--- config.mk ---
export PLATFORM = sky130hd
export DESIGN_NAME = wtpm_ctrl
export DESIGN_NICKNAME = d
export VERILOG_FILES = /design/src/sv/wtpm_pkg.sv /design/src/sv/wtpm_ctrl.sv
export SDC_FILE = /design/constraint.sdc
export NUM_CORES = 1
export LEC_CHECK = 0
export BUFFER_PORTS_ARGS = -buffer_cell sky130_fd_sc_hd__buf_4
export CORE_AREA = 5 5 42 44
export CTS_CLUSTER_SIZE = 24
export DETAILED_ROUTE_END_ITERATION = 12
export DIE_AREA = 0 0 47 49
export PLACE_DENSITY_LB_ADDON = 0.12
export SLEW_MARGIN = 20
export SYNTH_ARGS = -nofsm -noshare
export SYNTH_HDL_FRONTEND = slang
export SYNTH_SLANG_ARGS = --single-unit
export TNS_END_PERCENT = 1
--- constraint.sdc ---
create_clock -name aclk -period 0.9 [get_ports aclk]
set_input_delay 0.18 -clock aclk [delete_from_list [all_inputs] [get_ports aclk]]
set_output_delay 0.18 -clock aclk [all_outputs]
set_load 0.1 [all_outputs]
--- src/sv/wtpm_pkg.sv ---
// shared types, constants and command structs for the wavetable oscillator voice
// used by the controller, the datapath and the top level
package wtpm_pkg;

    // table and phase geometry
    localparam int TABLE_DEPTH = 8192;
    localparam int PHASE_BITS  = 24;
    localparam int IDX_W       = $clog2(TABLE_DEPTH);

    // register and field widths
    localparam int STEP_W  = 24;
    localparam int GAIN_W  = 17;
    localparam int LEN_W   = 14;
    localparam int SMP_W   = 16;
    localparam int MIX_W   = 20;
    localparam int CFG_W   = 24;
    localparam int CFG_A_W = 3;

    // shared multiplier geometry
    localparam int S_W  = SMP_W + GAIN_W;
    localparam int MA_W = (PHASE_BITS + 1 > S_W) ? PHASE_BITS + 1 : S_W;
    localparam int MB_W = (LEN_W + 1 > GAIN_W + 1) ? LEN_W + 1 : GAIN_W + 1;
    localparam int P_W  = MA_W + MB_W;

    // rounding of a Q1.47 part to Q1.15
    localparam int RND_SHIFT = 32;
    localparam int RND_W     = P_W + 1 - RND_SHIFT;

    localparam logic [GAIN_W-1:0] UNITY = GAIN_W'(65536);

    // register indexes
    typedef enum logic [CFG_A_W-1:0] {
        CFG_PHASE_STEP    = 3'd0,
        CFG_VOLUME        = 3'd1,
        CFG_PAN           = 3'd2,
        CFG_TABLE_LENGTH  = 3'd3,
        CFG_SILENCE_LEVEL = 3'd4
    } cfg_idx_t;

    // input item modes
    typedef enum logic {
        MODE_WRITE  = 1'b0,
        MODE_SAMPLE = 1'b1
    } mode_t;

    typedef struct packed {
        logic                    mode;
        logic [12:0]             table_index;
        logic signed [SMP_W-1:0] table_value;
        logic signed [MIX_W-1:0] mix_left;
        logic signed [MIX_W-1:0] mix_right;
    } in_item_t;

    typedef struct packed {
        logic signed [MIX_W-1:0] out_left;
        logic signed [MIX_W-1:0] out_right;
    } out_item_t;

    // operand selection of the shared multiplier
    typedef enum logic [1:0] {
        MUL_INDEX = 2'd0,
        MUL_SCALE = 2'd1,
        MUL_LEFT  = 2'd2,
        MUL_RIGHT = 2'd3
    } mul_sel_t;

    typedef enum logic [2:0] {
        ST_IDLE,
        ST_PHASE,
        ST_INDEX,
        ST_READ,
        ST_SCALE,
        ST_LEFT,
        ST_RIGHT,
        ST_EMIT
    } state_t;

    typedef struct packed {
        logic     capture;
        logic     table_wr;
        logic     phase_adv;
        logic     mul_en;
        mul_sel_t mul_sel;
        logic     rd_en;
        logic     latch_s;
        logic     latch_left;
        logic     load_out;
        logic     bypass;
    } cmd_t;

    typedef struct packed {
        logic audible;
    } sts_t;

endpackage

--- src/sv/wtpm_ctrl.sv ---
// sequencing state machine of the oscillator voice and the output beat valid
// depends on wtpm_pkg for state, command and status types
module wtpm_ctrl (
    input  logic          aclk,
    input  logic          aresetn,
    input  logic          s_valid,
    output logic          s_ready,
    input  logic          in_mode,
    output logic          m_valid,
    input  logic          m_ready,
    input  wtpm_pkg::sts_t sts,
    output wtpm_pkg::cmd_t cmd
);
    import wtpm_pkg::*;

    state_t state_reg, state_next;
    logic   out_valid_reg, out_valid_next;
    logic   accept;
    logic   out_free;

    assign accept   = s_valid && (state_reg == ST_IDLE);
    assign out_free = !out_valid_reg || m_ready;

    // state and output valid registers
    always_ff @(posedge aclk) begin
        if (!aresetn) begin
            state_reg     <= ST_IDLE;
            out_valid_reg <= 1'b0;
        end else begin
            state_reg     <= state_next;
            out_valid_reg <= out_valid_next;
        end
    end

    // next state
    always_comb begin
        state_next = state_reg;
        case (state_reg)
            ST_IDLE: begin
                if (accept && (mode_t'(in_mode) == MODE_SAMPLE)) begin
                    state_next = sts.audible ? ST_PHASE : ST_EMIT;
                end
            end
            ST_PHASE: state_next = ST_INDEX;
            ST_INDEX: state_next = ST_READ;
            ST_READ:  state_next = ST_SCALE;
            ST_SCALE: state_next = ST_LEFT;
            ST_LEFT:  state_next = ST_RIGHT;
            ST_RIGHT: state_next = ST_EMIT;
            ST_EMIT: begin
                if (out_free) begin
                    state_next = ST_IDLE;
                end
            end
            default: state_next = ST_IDLE;
        endcase
    end

    // commands to the datapath
    always_comb begin
        cmd            = '0;
        cmd.mul_sel    = MUL_INDEX;
        out_valid_next = out_valid_reg && !m_ready;
        case (state_reg)
            ST_IDLE: begin
                cmd.capture  = accept;
                cmd.table_wr = accept && (mode_t'(in_mode) == MODE_WRITE);
            end
            ST_PHASE: cmd.phase_adv = 1'b1;
            ST_INDEX: begin
                cmd.mul_en  = 1'b1;
                cmd.mul_sel = MUL_INDEX;
            end
            ST_READ: cmd.rd_en = 1'b1;
            ST_SCALE: begin
                cmd.mul_en  = 1'b1;
                cmd.mul_sel = MUL_SCALE;
            end
            ST_LEFT: begin
                cmd.mul_en  = 1'b1;
                cmd.mul_sel = MUL_LEFT;
                cmd.latch_s = 1'b1;
            end
            ST_RIGHT: begin
                cmd.mul_en     = 1'b1;
                cmd.mul_sel    = MUL_RIGHT;
                cmd.latch_left = 1'b1;
            end
            ST_EMIT: begin
                cmd.bypass = !sts.audible;
                if (out_free) begin
                    cmd.load_out   = 1'b1;
                    out_valid_next = 1'b1;
                end
            end
            default: ;
        endcase
    end

    assign s_ready = (state_reg == ST_IDLE);
    assign m_valid = out_valid_reg;

endmodule

==> flow_metrics.env <==
export IMPL_crit_buf_inv=1
export IMPL_slew_headroom_pct=81.54
export IMPL_grt_start_max_net_pins=9
export IMPL_met3WireLength_um=87
export IMPL_grt_pass1_vias=407
export IMPL_vias=416
export IMPL_ctsHoldBuffers=0
export IMPL_avgSynthCellArea_um2=7.347
export IMPL_fillCellCount=146
export IMPL_swShare_pct=49.93
export IMPL_nNetsFinal=84
export IMPL_startpoint_type="flop"
export IMPL_path_max_fanout=8
export IMPL_synth_cell_types=20
export IMPL_clock_path_buffers=2
export IMPL_insertion_delay_ns=0.24
export IMPL_core_um2=1401
export IMPL_numPortBuffers=18
export IMPL_initial_core_util_pct=20.45
export IMPL_synth_seq_cells=4
export IMPL_area_growth_pct=173.4
export IMPL_die_h_um=49
export IMPL_synthesis_instances=39
export IMPL_outcome="finished, violations left"
export IMPL_final_util_pct=55.89
export IMPL_drv_slew=0
export IMPL_hp_class="in -> reg"
export IMPL_power_density_nw_per_um2=2101
export IMPL_first_pass_iters=3
export IMPL_cts_root_buffer="clkbuf_4"
export IMPL_drtIter0Drc=6
export IMPL_boundaryPins=19
export IMPL_worstPathRequired_ns=0.72
export IMPL_tightestPinTransition_ns=0.2792
export IMPL_diodes=0
export IMPL_drv_cap=0
export IMPL_max_freq_mhz=686.5
export IMPL_grt_pass1_wl_um=1794
export IMPL_final_common_cell="buf_4"
export IMPL_h_tree_depth=1
export IMPL_synth_seq_area_share_pct=27.95
export IMPL_rsz0062_at_grt="yes"
export IMPL_ys_warnings_count=0
export IMPL_leakagePower_uw=0.0003529
export IMPL_p_comb_share_pct=69.8
export IMPL_critPathSlowestCell="dfxtp_4"
export IMPL_p_int_uw=824.0
export IMPL_critPathKind="reg -> out"
export IMPL_dr_wl_met2_um=558
export IMPL_crit_family="simple AND/OR/NAND/NOR gates"
export IMPL_antenna_left=0
export IMPL_mostFrequentLayoutCells="21 x buf_4, 8 x buf_6, 8 x buf_12, 5 x nor2_1"
export IMPL_syn_nets=45
export IMPL_drc_errors=0
export IMPL_wl_per_cell_um=11.84
export IMPL_finClkSkew_ns=0.005897
export IMPL_cts_sinks=4
export IMPL_synth_area_um2=286.5
export IMPL_dieArea_um2=2303
export IMPL_r2r_slack_ns=-0.22
export IMPL_hold_viol_final=0
export IMPL_tritoncts="yes"
export IMPL_largest_reg_flops=3
export IMPL_failed_checks="negative setup slack"
export IMPL_fin_crit_ns=1.457
export IMPL_top_layer="met4"
export IMPL_peakVddDrop_mv=1.047
export IMPL_num_rows=14
export IMPL_setup_tns_ns=-6.079
export IMPL_final_layout_size_suffix_gt1_share_pct=76.32
export IMPL_critPathMaxStageDelay_ns=0.37
export IMPL_met1_length_um=432
export IMPL_pwr_share_clk_pct=14.0
export IMPL_gp_congestion=0.7120
export IMPL_endpoint_kind="output pin"
export IMPL_path_clk_slew_ns=0.04
export IMPL_seqPwrFrac_pct=16.2
export IMPL_finalSetupViolCount=17
export IMPL_arrival_ns=1.28
export IMPL_antenna_found_initial=0
export IMPL_dp_hpwl_um=726.7
export IMPL_grtUsageTotal_pct=11.13
export IMPL_p_switching_uw=821.8
export IMPL_wl_um=1089
export IMPL_vias_per_cell=4.522
export IMPL_timing_final_crit_share_pct=161.9
export IMPL_fp_dieW_um=47
export IMPL_setup_ws_ns=-0.5567
export IMPL_cts_buffers=3
export IMPL_overflow=0
export IMPL_path_cells="nor3_4 > and2_4 > and2b_4 > buf_12"
final cells by class:
type	count	area [um^2]	share of cell area (%)
Clock buffer	3	22.52	2.875
Inverter	1	3.754	0.4792
Multi-Input combinational cell	31	236.5	30.19
Sequential cell	4	92.59	11.82
Tap cell	16	20.02	2.556
Timing Repair Buffer	37	407.9	52.08
kinds of logic after synthesis:
kind of cell / Yosys count / synth area share [%]
simple gates: 22 / 43.23
compound gates: 8 / 17.03
flops: 4 / 27.95
buf+inv: 4 / 8.732
xor+xnor: 1 / 3.057
cell usage after synthesis (all sizes together):
master / instances / area share [%]
o21ai: 3 / 5.2
a21oi: 2 / 3.5
nor2b: 3 / 6.6
and4b: 1 / 3.5
and2b: 1 / 2.6
and2: 3 / 6.6
a221oi: 1 / 3.1
nor3: 2 / 3.5
buf: 3 / 7.4
nand2: 3 / 3.9
dfxtp: 4 / 28
nand3: 1 / 1.7
inv: 1 / 1.3
o31a: 1 / 3.1
a31oi: 1 / 2.2
xor2: 1 / 3.1
nor3b: 2 / 7.0
nor2: 6 / 7.9
final timing paths:
check	start	to	depth (start not counted)
setup / recovery	state_reg[2]$_SDFFE_PN0P_	cmd[9]	4
hold / removal	aresetn	m_valid$_SDFF_PN0_	2
setup reg to reg	state_reg[2]$_SDFFE_PN0P_	state_reg[1]$_SDFFE_PN0P_	4
hold reg to reg	state_reg[1]$_SDFFE_PN0P_	state_reg[0]$_SDFFE_PN0P_	3
worst register-to-register path: stages, from the launching register on:
cell and delay (ns):
dfxtp_4 0.37, buf_4 0.14, buf_6 0.10, o31a_1 0.28, nor3b_2 0.14
per-stage QoR:
step / cells / worst slack, ns / hold WS [ns] / total power, uW / area, um^2
after floorplan: 39 / -1.330 / 0.3082 / 918.3 / 319.1
after global placement: 85 / -0.4543 / 0.4383 / 1166 / 565.5
after detailed placement: 85 / -0.4674 / 0.4297 / 1163 / 565.5
after CTS: 90 / -0.5563 / 0.1869 / 1565 / 738.2
after global routing: 92 / -0.6198 / 0.2136 / 1735 / 783.3
final: 92 / -0.5567 / 0.1971 / 1646 / 783.3
metal layers:
metal | track usage, % | vias to the layer above
li1 | - | 211
met1 | 13.44 | 188
met2 | 16.29 | 15
met3 | 7.011 | 2
met4 | 2.765 | 0
met5 | 0 | -
power groups by stage:
stage | registers, uW | logic [uW] | clock network, uW
6_report | 266 | 1150 | 231
3_5_place_dp | 264 | 900 | 0
5_1_grt | 272 | 1210 | 255
2_1_floorplan | 232 | 687 | 0
3_3_place_gp | 263 | 904 | 0
4_1_cts | 264 | 1060 | 241
timing repair:
item / in CTS / in global routing
buffers inserted: 2 / 2
pin swaps: 5 / 5
endpoints found under the setup margin: 17 / 17
gates resized for setup: 39 / 9
endpoints found under the hold margin: 0 / 0
Note: power is estimated with default switching activity, not from simulation.
